==> src/rtl/core/bchg_pkg.sv <==
// ----------------------------------------------------------------------------
// bchg_pkg
// Types, register map and reset values for the button click and hold
// gesture block.
// ----------------------------------------------------------------------------
package bchg_pkg;

  // register map (byte addresses, one 32-bit word per register)
  localparam int unsigned AddrWidth = 3;
  localparam int unsigned DataWidth = 32;
  localparam int unsigned CfgWidth  = 16;
  localparam int unsigned TimeWidth = 32;

  typedef enum logic [0:0] {
    REG_DEBOUNCE_MS = 1'b0,
    REG_HOLD_MS     = 1'b1
  } reg_idx_e;

  localparam logic [CfgWidth-1:0] DebounceMsReset = 16'd30;
  localparam logic [CfgWidth-1:0] HoldMsReset     = 16'd1000;

  typedef enum logic [1:0] {
    EV_NONE       = 2'd0,
    EV_HOLD_START = 2'd1,
    EV_HOLD_END   = 2'd2
  } gesture_e;

  typedef struct packed {
    logic                 raw_pressed;
    logic [TimeWidth-1:0] now_ms;
  } sample_t;

  typedef struct packed {
    logic [1:0] gesture_event;
    logic       mute_on;
    logic       pressed_stable;
  } gesture_t;

endpackage

==> src/rtl/core/button_click_hold_gesture_top.sv <==
// ----------------------------------------------------------------------------
// button_click_hold_gesture_top
// Debounces a sampled button level and turns it into click (mute toggle),
// hold-start and hold-end gestures.
// ----------------------------------------------------------------------------
// Every input transaction carries one raw button sample and a free-running
// millisecond timestamp; every one produces exactly one result transaction
// with the gesture event, the mute state and the debounced level after that
// sample. A sample is registered on entry and processed from the input
// register by a single pass of compares and 32-bit modulo subtractions that
// also updates the tracking state, so the block takes one transaction per
// cycle while the output is not stalled. The result is then registered in
// the output register, which decouples the two sides: a new sample is taken
// while a finished result still waits, and only a full pipeline with a
// stalled output stalls the input. The user must write debounce_ms and
// hold_ms over the APB-style port only while the block is idle; the block
// does not enforce it. A zero debounce time accepts a level change in the
// same sample, and a zero hold time fires hold start together with the press.
// ----------------------------------------------------------------------------
module button_click_hold_gesture_top
  import bchg_pkg::*;
(
  input  logic                 clk_i,
  input  logic                 rst_ni,

  // sample channel
  input  logic                 in_valid_i,
  output logic                 in_stall_o,
  input  sample_t              in_data_i,

  // result channel
  output logic                 out_valid_o,
  input  logic                 out_stall_i,
  output gesture_t             out_data_o,

  // configuration port
  input  logic                 psel,
  input  logic                 penable,
  input  logic                 pwrite,
  input  logic [AddrWidth-1:0] paddr,
  input  logic [DataWidth-1:0] pwdata,
  output logic [DataWidth-1:0] prdata,
  output logic                 pready
);

  // --------------------------------------------------------------------------
  // configuration registers
  // --------------------------------------------------------------------------
  logic [CfgWidth-1:0] debounce_ms_q;
  logic [CfgWidth-1:0] hold_ms_q;
  logic                cfg_write;
  reg_idx_e            cfg_idx;

  assign pready    = 1'b1;
  assign cfg_write = psel && penable && pwrite;
  assign cfg_idx   = reg_idx_e'(paddr[2]);

  always_ff @(posedge clk_i or negedge rst_ni) begin
    if (!rst_ni) begin
      debounce_ms_q <= DebounceMsReset;
      hold_ms_q     <= HoldMsReset;
    end else if (cfg_write) begin
      unique case (cfg_idx)
        REG_DEBOUNCE_MS: debounce_ms_q <= pwdata[CfgWidth-1:0];
        REG_HOLD_MS:     hold_ms_q     <= pwdata[CfgWidth-1:0];
        default: ;
      endcase
    end
  end

  // read data, zero-extended to the bus width
  always_comb begin
    prdata = '0;
    unique case (cfg_idx)
      REG_DEBOUNCE_MS: prdata[CfgWidth-1:0] = debounce_ms_q;
      REG_HOLD_MS:     prdata[CfgWidth-1:0] = hold_ms_q;
      default: ;
    endcase
  end

  // --------------------------------------------------------------------------
  // pipeline control: input register feeds the processing pass, which writes
  // the output register
  // --------------------------------------------------------------------------
  logic    in_valid_q;
  sample_t in_data_q;
  logic    out_valid_q;
  logic    out_free;
  logic    proc_fire;
  logic    in_fire;

  // output register can load when empty or being drained this cycle
  assign out_free   = !out_valid_q || !out_stall_i;
  assign proc_fire  = in_valid_q && out_free;
  // input register can load when empty or moving on this cycle
  assign in_stall_o = in_valid_q && !out_free;
  assign in_fire    = in_valid_i && !in_stall_o;

  always_ff @(posedge clk_i or negedge rst_ni) begin
    if (!rst_ni) begin
      in_valid_q <= 1'b0;
    end else if (!in_stall_o) begin
      in_valid_q <= in_valid_i;
    end
  end

  always_ff @(posedge clk_i) begin
    if (in_fire) begin
      in_data_q <= in_data_i;
    end
  end

  // --------------------------------------------------------------------------
  // tracking state
  // --------------------------------------------------------------------------
  logic                 last_raw_q,     last_raw_d;
  logic [TimeWidth-1:0] raw_since_q,    raw_since_d;
  logic                 stable_q,       stable_d;
  logic [TimeWidth-1:0] press_start_q,  press_start_d;
  logic                 hold_done_q,    hold_done_d;
  logic                 mute_q,         mute_d;
  gesture_e             event_d;

  logic [TimeWidth-1:0] raw_age;
  logic [TimeWidth-1:0] press_age;
  logic                 debounce_ok;
  logic                 level_accept;

  always_comb begin
    last_raw_d    = last_raw_q;
    raw_since_d   = raw_since_q;
    stable_d      = stable_q;
    press_start_d = press_start_q;
    hold_done_d   = hold_done_q;
    mute_d        = mute_q;
    event_d       = EV_NONE;

    // raw level change restarts the debounce interval
    if (in_data_q.raw_pressed != last_raw_q) begin
      last_raw_d  = in_data_q.raw_pressed;
      raw_since_d = in_data_q.now_ms;
    end

    raw_age      = in_data_q.now_ms - raw_since_d;
    debounce_ok  = raw_age >= {{(TimeWidth-CfgWidth){1'b0}}, debounce_ms_q};
    level_accept = debounce_ok && (in_data_q.raw_pressed != stable_q);

    if (level_accept) begin
      stable_d = in_data_q.raw_pressed;
      if (in_data_q.raw_pressed) begin
        // press edge
        press_start_d = in_data_q.now_ms;
        hold_done_d   = 1'b0;
      end else if (hold_done_q) begin
        // release after a hold
        event_d = EV_HOLD_END;
      end else begin
        // short click
        mute_d = !mute_q;
      end
    end

    // hold detection on the updated press start
    press_age = in_data_q.now_ms - press_start_d;
    if (stable_d && !hold_done_d &&
        (press_age >= {{(TimeWidth-CfgWidth){1'b0}}, hold_ms_q})) begin
      hold_done_d = 1'b1;
      event_d     = EV_HOLD_START;
    end
  end

  always_ff @(posedge clk_i or negedge rst_ni) begin
    if (!rst_ni) begin
      last_raw_q    <= 1'b0;
      raw_since_q   <= '0;
      stable_q      <= 1'b0;
      press_start_q <= '0;
      hold_done_q   <= 1'b0;
      mute_q        <= 1'b0;
    end else if (proc_fire) begin
      last_raw_q    <= last_raw_d;
      raw_since_q   <= raw_since_d;
      stable_q      <= stable_d;
      press_start_q <= press_start_d;
      hold_done_q   <= hold_done_d;
      mute_q        <= mute_d;
    end
  end

  // --------------------------------------------------------------------------
  // output register
  // --------------------------------------------------------------------------
  gesture_t out_data_q;

  always_ff @(posedge clk_i or negedge rst_ni) begin
    if (!rst_ni) begin
      out_valid_q <= 1'b0;
    end else if (out_free) begin
      out_valid_q <= in_valid_q;
    end
  end

  always_ff @(posedge clk_i) begin
    if (proc_fire) begin
      out_data_q.gesture_event  <= event_d;
      out_data_q.mute_on        <= mute_d;
      out_data_q.pressed_stable <= stable_d;
    end
  end

  assign out_valid_o = out_valid_q;
  assign out_data_o  = out_data_q;

`ifndef NO_ASSERTIONS
  // mute only flips on a debounced release
  assert property (@(posedge clk_i) disable iff (!rst_ni)
    !$stable(mute_q) |-> $fell(stable_q))
    else $error("mute toggled without a release");

  // a hold start leaves the hold flag set
  assert property (@(posedge clk_i) disable iff (!rst_ni)
    (proc_fire && (event_d == EV_HOLD_START)) |=> hold_done_q)
    else $error("hold flag not set after hold start");

  // hold start is only reported while pressed, hold end only after release
  assert property (@(posedge clk_i) disable iff (!rst_ni)
    (out_valid_q && (out_data_q.gesture_event == EV_HOLD_START)) |->
      out_data_q.pressed_stable)
    else $error("hold start reported while released");

  assert property (@(posedge clk_i) disable iff (!rst_ni)
    (out_valid_q && (out_data_q.gesture_event == EV_HOLD_END)) |->
      !out_data_q.pressed_stable)
    else $error("hold end reported while pressed");

  // input only stalls when both pipeline registers are full and blocked
  assert property (@(posedge clk_i) disable iff (!rst_ni)
    in_stall_o |-> (in_valid_q && out_valid_q && out_stall_i))
    else $error("input stalled with room in the pipeline");
`endif

endmodule

==> config.mk <==
export PLATFORM = sky130hd
export DESIGN_NAME = button_click_hold_gesture_top
export DESIGN_NICKNAME = d
export VERILOG_FILES = /design/src/rtl/core/bchg_pkg.sv /design/src/rtl/core/button_click_hold_gesture_top.sv
export SDC_FILE = /design/constraint.sdc
export NUM_CORES = 1
export LEC_CHECK = 0
export BUFFER_PORTS_ARGS = -buffer_cell sky130_fd_sc_hd__buf_2
export CORE_AREA = 8 8 177 128
export CTS_BUF_LIST = sky130_fd_sc_hd__clkbuf_4 sky130_fd_sc_hd__clkbuf_8
export CTS_CLUSTER_DIAMETER = 200
export DETAILED_ROUTE_END_ITERATION = 12
export DIE_AREA = 0 0 185 136
export GPL_ROUTABILITY_DRIVEN = 0
export GPL_TIMING_DRIVEN = 0
export MAX_ROUTING_LAYER = met4
export PLACE_DENSITY = 0.78
export SKIP_CTS_REPAIR_TIMING = 1
export SYNTH_ARGS = -nofsm -noshare
export SYNTH_HDL_FRONTEND = slang
export SYNTH_SLANG_ARGS = --single-unit
==> constraint.sdc <==
create_clock -name clk_i -period 33.7 [get_ports clk_i]
set_input_delay 6.74 -clock clk_i [delete_from_list [all_inputs] [get_ports clk_i]]
set_output_delay 6.74 -clock clk_i [all_outputs]
set_load 0.01 [all_outputs]
== Word level (Yosys, flattened, before mapping) ==
Index checks and enable logic that the tools add are counted.
Storage, ports and cells
  register bits: 139
  output and inout bits: 39
Operators by class
  add/subtract/negate cells: 2
  $lt $le $gt $ge: 2
  eq/ne operators: 2
  muxes and demuxes: 14
  bitwise logic cells: 2
  reduce and logical (&&, ||, !) cells: 19
Operator list (count)
  two-way mux 32 bit: 3
  greater-or-equal comparator 32 x 16 -> 1 bit: 2
  subtractor 32 bit: 2
  one-hot mux 16 bit (2 select lines): 1
  two-way mux 1 bit: 9
  logical AND 1 bit: 8
  zero test 1 bit: 6
  AND reduction 2 bit: 3
  OR reduction 3 bit: 1
  two-way mux 2 bit: 1
  != test 1 bit: 2
  NOT 1 bit: 2
  logical OR 1 bit: 1

== Longest topological paths before layout ==
Gate-level depths: netlist of run 1.
  depth in word-level cells: 10
  gate-level depth with buffers: 56
  gate-level depth less buffers: 50

== Worst setup path after synthesis of run 1 ==
Ideal clock, no wire load.
  path type: input to output
  start point: in paddr[2]
  end point: out prdata[14]
  data arrival time: 7385 ps
  path slack: 19575 ps
  stages on the path: 4
  path buffers: 2
  cells stage by stage: clkbuf_1 -> clkbuf_1 -> nand2_1 -> o21ai_0
Between the ends
  longest elaborated chain between the ends: 2
RTL lines
  start: declaration: RTL line button_click_hold_gesture_top.sv:40  | input logic [AddrWidth-1:0] paddr,
  NOT 1 bit (no line)
  one-hot mux 16 bit (2 select lines) *: RTL line button_click_hold_gesture_top.sv:74  | unique case (cfg_idx)
  end: declaration: RTL line button_click_hold_gesture_top.sv:42  | output logic [DataWidth-1:0] prdata,
Every way passes the cells marked *; elsewhere a longest branch is shown, timed or not.

== Final worst setup path of run 1 ==
  start point: reg in_data_q[32] (netlist name)
  end point: reg out_data_q (netlist bit out_data_o[2]) (data pin)
Between the ends
  longest elaborated chain between the ends: 9
  elaborated cells between the ends (all ways): 18
RTL lines
  start: declaration: RTL line button_click_hold_gesture_top.sv:86  | sample_t in_data_q;
  start signal: assignment: RTL line button_click_hold_gesture_top.sv:109  | in_data_q <= in_data_i;
  != test 1 bit: RTL line button_click_hold_gesture_top.sv:139  | if (in_data_q.raw_pressed != last_raw_q) begin
  two-way mux 32 bit: RTL line button_click_hold_gesture_top.sv:139
  subtractor 32 bit: RTL line button_click_hold_gesture_top.sv:144  | raw_age = in_data_q.now_ms - raw_since_d;
  greater-or-equal comparator 32 x 16 -> 1 bit: RTL line button_click_hold_gesture_top.sv:145  | debounce_ok = raw_age >= {{(TimeWidth-CfgWidth){1'b0}}, debounce_ms_q};
  logical AND 1 bit: RTL line button_click_hold_gesture_top.sv:146  | level_accept = debounce_ok && (in_data_q.raw_pressed != stable_q);
  two-way mux 32 bit *: RTL line button_click_hold_gesture_top.sv:148  | if (level_accept) begin
  net press_start_d[0]: RTL line button_click_hold_gesture_top.sv:119  | logic [TimeWidth-1:0] press_start_q, press_start_d;
  subtractor 32 bit *: RTL line button_click_hold_gesture_top.sv:164  | press_age = in_data_q.now_ms - press_start_d;
  greater-or-equal comparator 32 x 16 -> 1 bit *: RTL line button_click_hold_gesture_top.sv:166  | (press_age >= {{(TimeWidth-CfgWidth){1'b0}}, hold_ms_q})) begin
  logical AND 1 bit *: RTL line button_click_hold_gesture_top.sv:165  | if (stable_d && !hold_done_d &&
  end: declaration: RTL line button_click_hold_gesture_top.sv:193  | gesture_t out_data_q;
Mark *: on every way through the listed nets, which the timed path passes. The rest lies on a longest branch.
A chain may end at the register's enable or synchronous reset.

==> results of run 1 <==
-- registers in the layout, summed over array words and instances (netlist names) --
signal and flops:
in_data_q 33, press_start_q 32, raw_since_q 32, debounce_ms_q 16, hold_ms_q 16, out_data_o 4
hold_done_q 1, in_valid_q 1, last_raw_q 1, mute_q 1, out_valid_o 1, stable_q 1
-- metrics by stage --
step           utilization, %  hold WS [ns]  instances  setup WS [ns]
4_1_cts                  64.4         0.490       1729          19.06
5_1_grt                  64.4         0.522       1729          18.28
2_1_floorplan               -         0.443       1343          19.57
3_5_place_dp             62.3         0.472       1697          19.13
3_3_place_gp             62.1         0.463       1696          19.18
6_report                 64.4         0.489       1730          19.04
-- report_power, final --
part	total, mW	switching, mW	internal, mW
Combinational	0.583	0.358	0.225
Sequential	0.246	0.0292	0.217
Clock	0.147	0.0653	0.0818
Total	0.976	0.452	0.524
-- worst max-delay path, delay by kind of cell, from the launching register on --
family | cells | cell delay (ns)
muxes | 2 | 0.65
xor gates and xnor gates | 3 | 0.88
DFF | 1 | 0.56
and+or+nand+nor | 9 | 2.56
AOI/OAI and AO/OA | 25 | 5.47
buffers and inverters | 9 | 2.77
adders and majority gates | 5 | 1.48
-- cells in the final DEF (no fill, tap or decap), drive strengths merged, types with 18 or more instances in the layout --
| cell type | instances |
|---|---|
| o21ai | 90 |
| inv | 64 |
| nor2b | 23 |
| ha | 81 |
| nand2b | 27 |
| clkbuf | 72 |
| mux2 | 76 |
| xor2 | 23 |
| nor3 | 24 |
| edfxtp | 37 |
| dfrtp | 92 |
| a21o | 23 |
| a211oi | 18 |
| nor2 | 105 |
| nand2 | 117 |
| a21oi | 109 |
| mux2i | 48 |
| buf | 113 |
| nand3 | 19 |
| xnor2 | 21 |
-- routing by layer --
metal	wire (um)	share of wire, %
met3	4190	13
met2	13200	40
met5	0	0
met4	671	2.0
met1	15300	46
-- worst min-delay path by stage --
stage | start | end | slack, ns | cells past startpoint
after floorplan | in_valid_q | out_valid_o | 0.44 | 1
after global placement | press_start_q[0] | press_start_q[0] | 0.46 | 2
after detailed placement | press_start_q[0] | press_start_q[0] | 0.47 | 2
after CTS | press_start_q[0] | press_start_q[0] | 0.49 | 2
after global routing | in_valid_q | out_valid_o | 0.52 | 1
final | press_start_q[0] | press_start_q[0] | 0.49 | 2
-- layout make-up --
class                           count  area [um^2]
Multi-Input combinational cell   1058         7460
Fill cell                        1734         7180
Sequential cell                   139         3680
Timing Repair Buffer               78          415
Buffer                             82          407
Tap cell                          276          345
Clock buffer                       25          307
Inverter                           64          240
Clock inverter                      7          115
Antenna cell                        1         2.50
-- cell families (layout without fill, tap and decap cells) --
kind of cell               count (synthesis)  after routing
other                                      2             18
DFF                                      139            139
and+or+nand+nor                          401            401
xor gates and xnor gates                  44             44
adders and majority gates                 91             91
AOI/OAI and AO/OA                        381            381
muxes                                    124            124
buffers and inverters                    146            256
==> impl_metrics.json, run 1 <==
{
  "status": "finished clean",
  "crit_required_ns": 33.91,
  "final_area_um2": 13000,
  "syn_area_per_cell_um2": 8.83,
  "busiest_layer": "met1",
  "ys.flop_type": "dfrtp_1",
  "grt_max_degree": 67,
  "synth.most_common_cell": "nand2_1",
  "dpl.hpwl_mm": 26.3,
  "routedWlPerCell_um": 19.3,
  "cts_tree": "yes",
  "cpPeakStageDelay_ns": 0.71,
  "rr_endpoint": "out_data_o[2]",
  "ys_seq_elements": 139,
  "grt_pass1_vias": 10041,
  "synth_async_sr_flop_share_pct": 73.4,
  "synth_edf_count": 37,
  "numCtsBuffers": 17,
  "r2r_slack_ns": 19.04,
  "yosys_warnings": 0,
  "gr-usage-met1_pct": 39.1,
  "yosys.area_share.simple_pct": 16.7,
  "startpoint_type": "flop",
  "arrival_ns": 14.87,
  "detail-route-antenna-nets": 0,
  "wl_mm": 33.4,
  "areaGrowthSynthToFinish_pct": 10.6,
  "row_count": 44,
  "hp-class": "reg -> reg",
  "die_height_um": 136,
  "worstPathMaxFanout": 10,
  "io_buffers": 77,
  "synth_compound_area_share_pct": 22.0,
  "synth-adder-area-share_pct": 9.58,
  "fmax_mhz": 68.2,
  "cts-root-buf": "clkbuf_8",
  "synthTopCellsByArea": "dfrtp_1 20%, edfxtp_1 9.5%, ha_1 8.6%, mux2_2 7.1%, a21oi_1 4.6%",
  "synthMuxAreaShare_pct": 11.4,
  "met3_usage_pct": 7.74,
  "slew_violations": 0,
  "synth_top_family_by_area": "compound AO/OA/AOI/OAI gates",
  "syn_inst": 1328,
  "remaining_drc_errors": 0,
  "synthDistinctLibCells": 95,
  "fin_crit_ns": 14.66,
  "drt_first_iter_violations": 1371,
  "floorplan.core_area_um2": 20100,
  "crit_path_start": "in_data_q[32]",
  "overflow": 0,
  "routed_via_density": 6.31,
  "cts.reportedPaths.clkPinSlew_ns": 0.08,
  "timing.final.crit_share_pct": 43.5,
  "synth_xor_area_share_pct": 3.35,
  "synth_area_leader_cell": "dfrtp_1",
  "worstMarginPinSlew_ns": 0.931,
  "dpl_cell_area_um2": 12500,
  "htreeDepth": 4,
  "r2r_cells": 53,
  "rsz0062_at_grt": "no",
  "tns_ns": 0,
  "powerDensity_nw_per_um2": 75.3,
  "clk_latency_ns": 0.47,
  "cts_max_path_buffers": 2,
  "slew_headroom_pct": 37.6,
  "pin_count": 114,
  "grt_use_met2_pct": 37.0,
  "fin_worst_skew_ns": 0.0211,
  "leakagePower_nw": 5.60,
  "antenna_found_initial": 0,
  "grt_usage_pct": 27.2,
  "drive_gt1_share_pct": 17.1,
  "netlist.area_leader.share_pct": 19.6,
  "drv_cap": 0,
  "initial_utilization_pct": 58.2,
  "dieArea_um2": 25200,
  "setup_viol": 0,
  "reg2reg_from": "in_data_q[32]",
  "peakVddDrop_uv": 30.5,
  "seq_area_frac_synth_pct": 31.3,
  "grt_pass1_wl_mm": 52.9,
  "dr.pass1.iters": 6,
  "yosys-top-cells-count": "116 x nand2_1, 108 x a21oi_1, 105 x nor2_1",
  "syn_area_um2": 11700,
  "die_x_um": 185,
  "cts.sinks": 139,
  "cp-endpoint": "out_data_o[2]",
  "slowest_stage": "buf_1",
  "nets": 1597,
  "crit_type": "reg -> reg",
  "dr_total_vias": 10922,
  "hold_viol_final": 0,
  "critPathCaptureType": "flop",
  "p_total_uw": 976
}
Power figures use the tool's default switching activity.
==> inputs of run 2 (changes only) <==
==> constraint.sdc (replaced) <==
create_clock -name clk_i -period 14.6 [get_ports clk_i]
set_input_delay 2.92 -clock clk_i [delete_from_list [all_inputs] [get_ports clk_i]]
set_output_delay 2.92 -clock clk_i [all_outputs]
set_load 0.01 [all_outputs]
==> impl_metrics.json, run 2 (synthesized netlist as in run 1, its figures left out) <==
{
  "fin_cells": 1728,
  "tns_ns": 0,
  "setup_viol": 0,
  "dpl.hpwl_mm": 26.3,
  "timing.final.crit_share_pct": 95.3,
  "grt_max_degree": 67,
  "die_x_um": 185,
  "drive_gt1_share_pct": 17.5,
  "slowest_stage": "edfxtp_1",
  "cpPeakStageDelay_ns": 0.57,
  "cts_tree": "yes",
  "areaGrowthSynthToFinish_pct": 10.8,
  "cts-root-buf": "clkbuf_8",
  "peakVddDrop_uv": 70.6,
  "mostFrequentLayoutCell": "nand2_1",
  "crit_type": "reg -> reg",
  "worstMarginPinSlew_ns": 0.901,
  "hp-class": "reg -> reg",
  "critPathCaptureType": "flop",
  "slew_headroom_pct": 39.9,
  "overflow": 0,
  "fmax_mhz": 71.9,
  "remaining_drc_errors": 0,
  "routedWlPerCell_um": 19.4,
  "dr.pass1.iters": 6,
  "slew_violations": 0,
  "crit_buf_inv": 10,
  "largest_register_ffs": 33,
  "dieArea_um2": 25200,
  "leakagePower_nw": 5.62,
  "clk_latency_ns": 0.47,
  "final_cell_mix": "116 x nand2_1, 108 x a21oi_1, 105 x nor2_1, 92 x dfrtp_1, 89 x o21ai_0",
  "die_height_um": 136,
  "detail-route-antenna-nets": 0,
  "cts_max_path_buffers": 2,
  "hold_ws_ns": 0.488,
  "antenna_found_initial": 0,
  "arrival_ns": 14.12,
  "nets": 1596,
  "insertedDiodeCount": 0,
  "drt_first_iter_violations": 1346,
  "powerDensity_nw_per_um2": 173,
  "wl_mm": 33.4,
  "routed_via_density": 6.31,
  "hold_viol_final": 0,
  "pre_cts_slack_ns": 0.519,
  "largestRegisters": "in_data_q (33), press_start_q (32), raw_since_q (32)",
  "status": "finished clean",
  "regMostFlops": "in_data_q",
  "drv_cap": 0,
  "floorplan.core_area_um2": 20100,
  "fin_worst_skew_ns": 0.0194,
  "numCtsBuffers": 17,
  "dr_total_vias": 10908,
  "cts.sinks": 139,
  "grt_usage_pct": 27.2,
  "fill_cells": 1728,
  "crit_required_ns": 14.81,
  "dp_cells": 1697,
  "worst_slack_ns": 0.685,
  "fin_crit_ns": 13.92,
  "startpoint_type": "flop",
  "cts.reportedPaths.clkPinSlew_ns": 0.08,
  "worstPathMaxFanout": 10,
  "io_buffers": 77,
  "grt_pass1_vias": 10041,
  "initial_utilization_pct": 58.2,
  "row_count": 44,
  "utilization_pct": 64.5,
  "htreeDepth": 4,
  "pin_count": 114,
  "rsz0062_at_grt": "no",
  "cp_top_family": "compound AO/OA/AOI/OAI gates",
  "grt_pass1_wl_mm": 52.9
}
## run 2: worst paths after layout
kind	from	endpoint	slack, ns	cells past startpoint
worst max-delay path	in_data_q[32]	out_data_o[2]	0.68	55
worst min-delay path	press_start_q[0]	press_start_q[0]	0.49	2
worst max register to register	in_data_q[32]	out_data_o[2]	0.68	55
worst min register to register	press_start_q[0]	press_start_q[0]	0.49	2
max in group asynchronous	rst_ni	raw_since_q[4]	11.46	2
min in group asynchronous	rst_ni	raw_since_q[30]	2.43	1
## run 2: tightest hold or removal path: stages (launching register included)
cell	delay [ns]
dfrtp_1	0.35
nand2_1	0.05
o21ai_0	0.06
## run 2: cell type report
| class | count | area, um^2 | share of cell area [%] |
|---|---|---|---|
| buffer | 81 | 409 | 3.15 |
| clock inverter | 7 | 115 | 0.886 |
| inverter | 64 | 240 | 1.85 |
| multi-input combinational | 1058 | 7480 | 57.6 |
| sequential | 139 | 3680 | 28.3 |
| clock buffer | 25 | 307 | 2.36 |
| tap | 276 | 345 | 2.66 |
| timing repair buffer | 78 | 415 | 3.20 |
## run 2: metal layers
metal | vias to the layer above | track usage [%] | part of all wire [%] | wire [um]
met5 | - | - | 0 | 0
met4 | 0 | 6.21 | 1.7 | 569
met3 | 61 | 7.74 | 12 | 4080
met2 | 611 | 37.0 | 40 | 13300
met1 | 5116 | 39.1 | 46 | 15500
li1 | 5120 | - | - | -
## run 2: per-stage QoR
stage / cell area (um^2) / power, mW
5_1_grt: 13000 / 2.41
3_5_place_dp: 12500 / 1.87
4_1_cts: 13000 / 2.21
2_1_floorplan: 11800 / 1.53
3_3_place_gp: 12500 / 1.82
6_report: 13000 / 2.25
## run 2: power breakdown
part / internal (mW) / switching, mW / leakage (nW)
registers: 0.500 / 0.0677 / 1.54
clock network: 0.189 / 0.150 / 0.215
logic: 0.522 / 0.825 / 3.87
==> inputs of run 3 (changes only) <==
--- a/config.mk
+++ b/config.mk
@@ -6,15 +6,15 @@
 export NUM_CORES = 1
 export LEC_CHECK = 0
 export BUFFER_PORTS_ARGS = -buffer_cell sky130_fd_sc_hd__buf_2
-export CORE_AREA = 8 8 177 128
+export CORE_AREA = 8 8 124 183
 export CTS_BUF_LIST = sky130_fd_sc_hd__clkbuf_4 sky130_fd_sc_hd__clkbuf_8
 export CTS_CLUSTER_DIAMETER = 200
 export DETAILED_ROUTE_END_ITERATION = 12
-export DIE_AREA = 0 0 185 136
+export DIE_AREA = 0 0 132 191
 export GPL_ROUTABILITY_DRIVEN = 0
 export GPL_TIMING_DRIVEN = 0
 export MAX_ROUTING_LAYER = met4
-export PLACE_DENSITY = 0.78
+export PLACE_DENSITY = 0.77
 export SKIP_CTS_REPAIR_TIMING = 1
 export SYNTH_ARGS = -nofsm -noshare
 export SYNTH_HDL_FRONTEND = slang
==> impl_metrics.json, run 3 (synthesized netlist as in run 1, its figures left out) <==
{
  "cp_top_family": "compound AO/OA/AOI/OAI gates",
  "slew_headroom_pct": 38.5,
  "numCtsBuffers": 17,
  "cpPeakStageDelay_ns": 0.59,
  "dpl.hpwl_mm": 27.4,
  "drt_first_iter_violations": 1066,
  "wl_mm": 35.5,
  "grt_max_degree": 55,
  "worstPathMaxFanout": 10,
  "detail-route-antenna-nets": 0,
  "utilization_pct": 64.6,
  "switchingPower_mw": 1.07,
  "htreeDepth": 4,
  "powerDensity_nw_per_um2": 175,
  "r2r_slack_ns": 0.79,
  "worst_slack_ns": 0.790,
  "areaGrowthSynthToFinish_pct": 10.7,
  "dr.pass1.iters": 10,
  "pin_count": 114,
  "overflow": 0,
  "timing.final.crit_share_pct": 94.6,
  "hold_ws_ns": 0.479,
  "min_path_cells": 1,
  "fmax_mhz": 72.4,
  "nets": 1595,
  "hold_path_end": "out_valid_o",
  "fin_crit_ns": 13.81,
  "dr_total_vias": 10998,
  "io_buffers": 77,
  "grt_pass1_vias": 10935,
  "worstMarginPinSlew_ns": 0.914,
  "peakVddDrop_uv": 95.7,
  "reg2reg_from": "in_data_q[32]",
  "fill_cells": 1738,
  "pre_cts_slack_ns": 0.281,
  "r2r_cells": 53,
  "regMostFlops": "in_data_q",
  "startpoint_type": "flop",
  "clk_latency_ns": 0.49,
  "dieArea_um2": 25200,
  "initial_utilization_pct": 58.4,
  "hp-start": "in_valid_q",
  "fin_worst_skew_ns": 0.0198,
  "antenna_found_initial": 1,
  "final_cell_mix": "116 x nand2_1, 108 x a21oi_1, 105 x nor2_1, 92 x dfrtp_1, 89 x o21ai_0",
  "power_frac_clock_pct": 15.5,
  "critPathCaptureType": "flop",
  "rsz0062_at_grt": "no",
  "cts.reportedPaths.clkPinSlew_ns": 0.09,
  "largest_register_ffs": 33,
  "rr_endpoint": "out_data_o[2]",
  "remaining_drc_errors": 0,
  "routed_via_density": 6.41,
  "status": "finished clean",
  "floorplan.core_area_um2": 20100,
  "grt_usage_pct": 29.1,
  "crit_type": "reg -> reg",
  "cts.sinks": 139,
  "cts-root-buf": "clkbuf_8",
  "p_total_mw": 2.27,
  "drv_cap": 0,
  "slew_violations": 0,
  "routedWlPerCell_um": 20.7,
  "cts_max_path_buffers": 2,
  "hold_viol_final": 0,
  "p_int_mw": 1.20,
  "slowest_stage": "edfxtp_1",
  "comb_power_share_pct": 59.6,
  "die_height_um": 191,
  "setup_viol": 0,
  "arrival_ns": 14.02,
  "leakagePower_nw": 5.62,
  "row_count": 64,
  "mostFrequentLayoutCell": "nand2_1",
  "grt_pass1_wl_mm": 56.4,
  "crit_required_ns": 14.81,
  "tns_ns": 0,
  "p_seq_share_pct": 24.9,
  "cts_tree": "yes",
  "drive_gt1_share_pct": 17.6,
  "die_x_um": 132,
  "crit_buf_inv": 9,
  "netSwitchingFraction_pct": 47.1,
  "largestRegisters": "in_data_q (33), press_start_q (32), raw_since_q (32)",
  "hp-class": "reg -> reg"
}
run 3: power groups by stage:
stage / sequential (mW) / combinational [mW] / clock, mW
detailed placement: 0.572 / 1.30 / 0
CTS: 0.564 / 1.31 / 0.359
floorplan: 0.552 / 0.976 / 0
global placement: 0.566 / 1.27 / 0
finish: 0.566 / 1.35 / 0.351
global route: 0.577 / 1.49 / 0.370
run 3: routing by layer:
layer	global-route usage (%)	part of all wire, %	up-vias
met3	6.55	6.3	184
li1	-	-	5118
met1	27.4	35	5235
met2	49.5	50	461
met4	25.8	9.5	0
met5	-	0	-
run 3: worst max-delay path by stage:
stage / start / endpoint / cells past startpoint
6_report: in_data_q[32] / out_data_o[2] / 53
5_1_grt: in_data_q[32] / out_data_o[2] / 53
4_1_cts: in_data_q[32] / out_data_o[2] / 55
3_5_place_dp: in_data_q[32] / out_data_o[2] / 55
3_3_place_gp: in_data_q[32] / out_data_o[2] / 55
2_1_floorplan: in_data_q[32] / out_data_o[2] / 53
run 3: worst reg2reg max path: cells and delay by family (launching register included):
family	cells	cell delay, ns
buf+inv	9	2.33
fa+ha+maj	5	1.46
compound gates	25	5.27
xor+xnor	3	0.68
flops	1	0.59
mux	2	0.62
simple gates	9	2.54
run 3: stage by stage:
| step | instances | area [um^2] |
|---|---|---|
| 6_report | 1716 | 13000 |
| 3_3_place_gp | 1684 | 12500 |
| 4_1_cts | 1717 | 13000 |
| 5_1_grt | 1716 | 13000 |
| 3_5_place_dp | 1685 | 12500 |
| 2_1_floorplan | 1343 | 11800 |
run 3: final cells by class:
class	instances	area (um^2)	share of cell area, %
Multi-Input combinational cell	1058	7490	57.7
Buffer	80	409	3.15
Clock inverter	14	178	1.37
Inverter	64	240	1.85
Tap cell	264	330	2.54
Antenna cell	1	2.50	0.0193
Sequential cell	139	3680	28.3
Timing Repair Buffer	78	415	3.20
Clock buffer	18	248	1.91
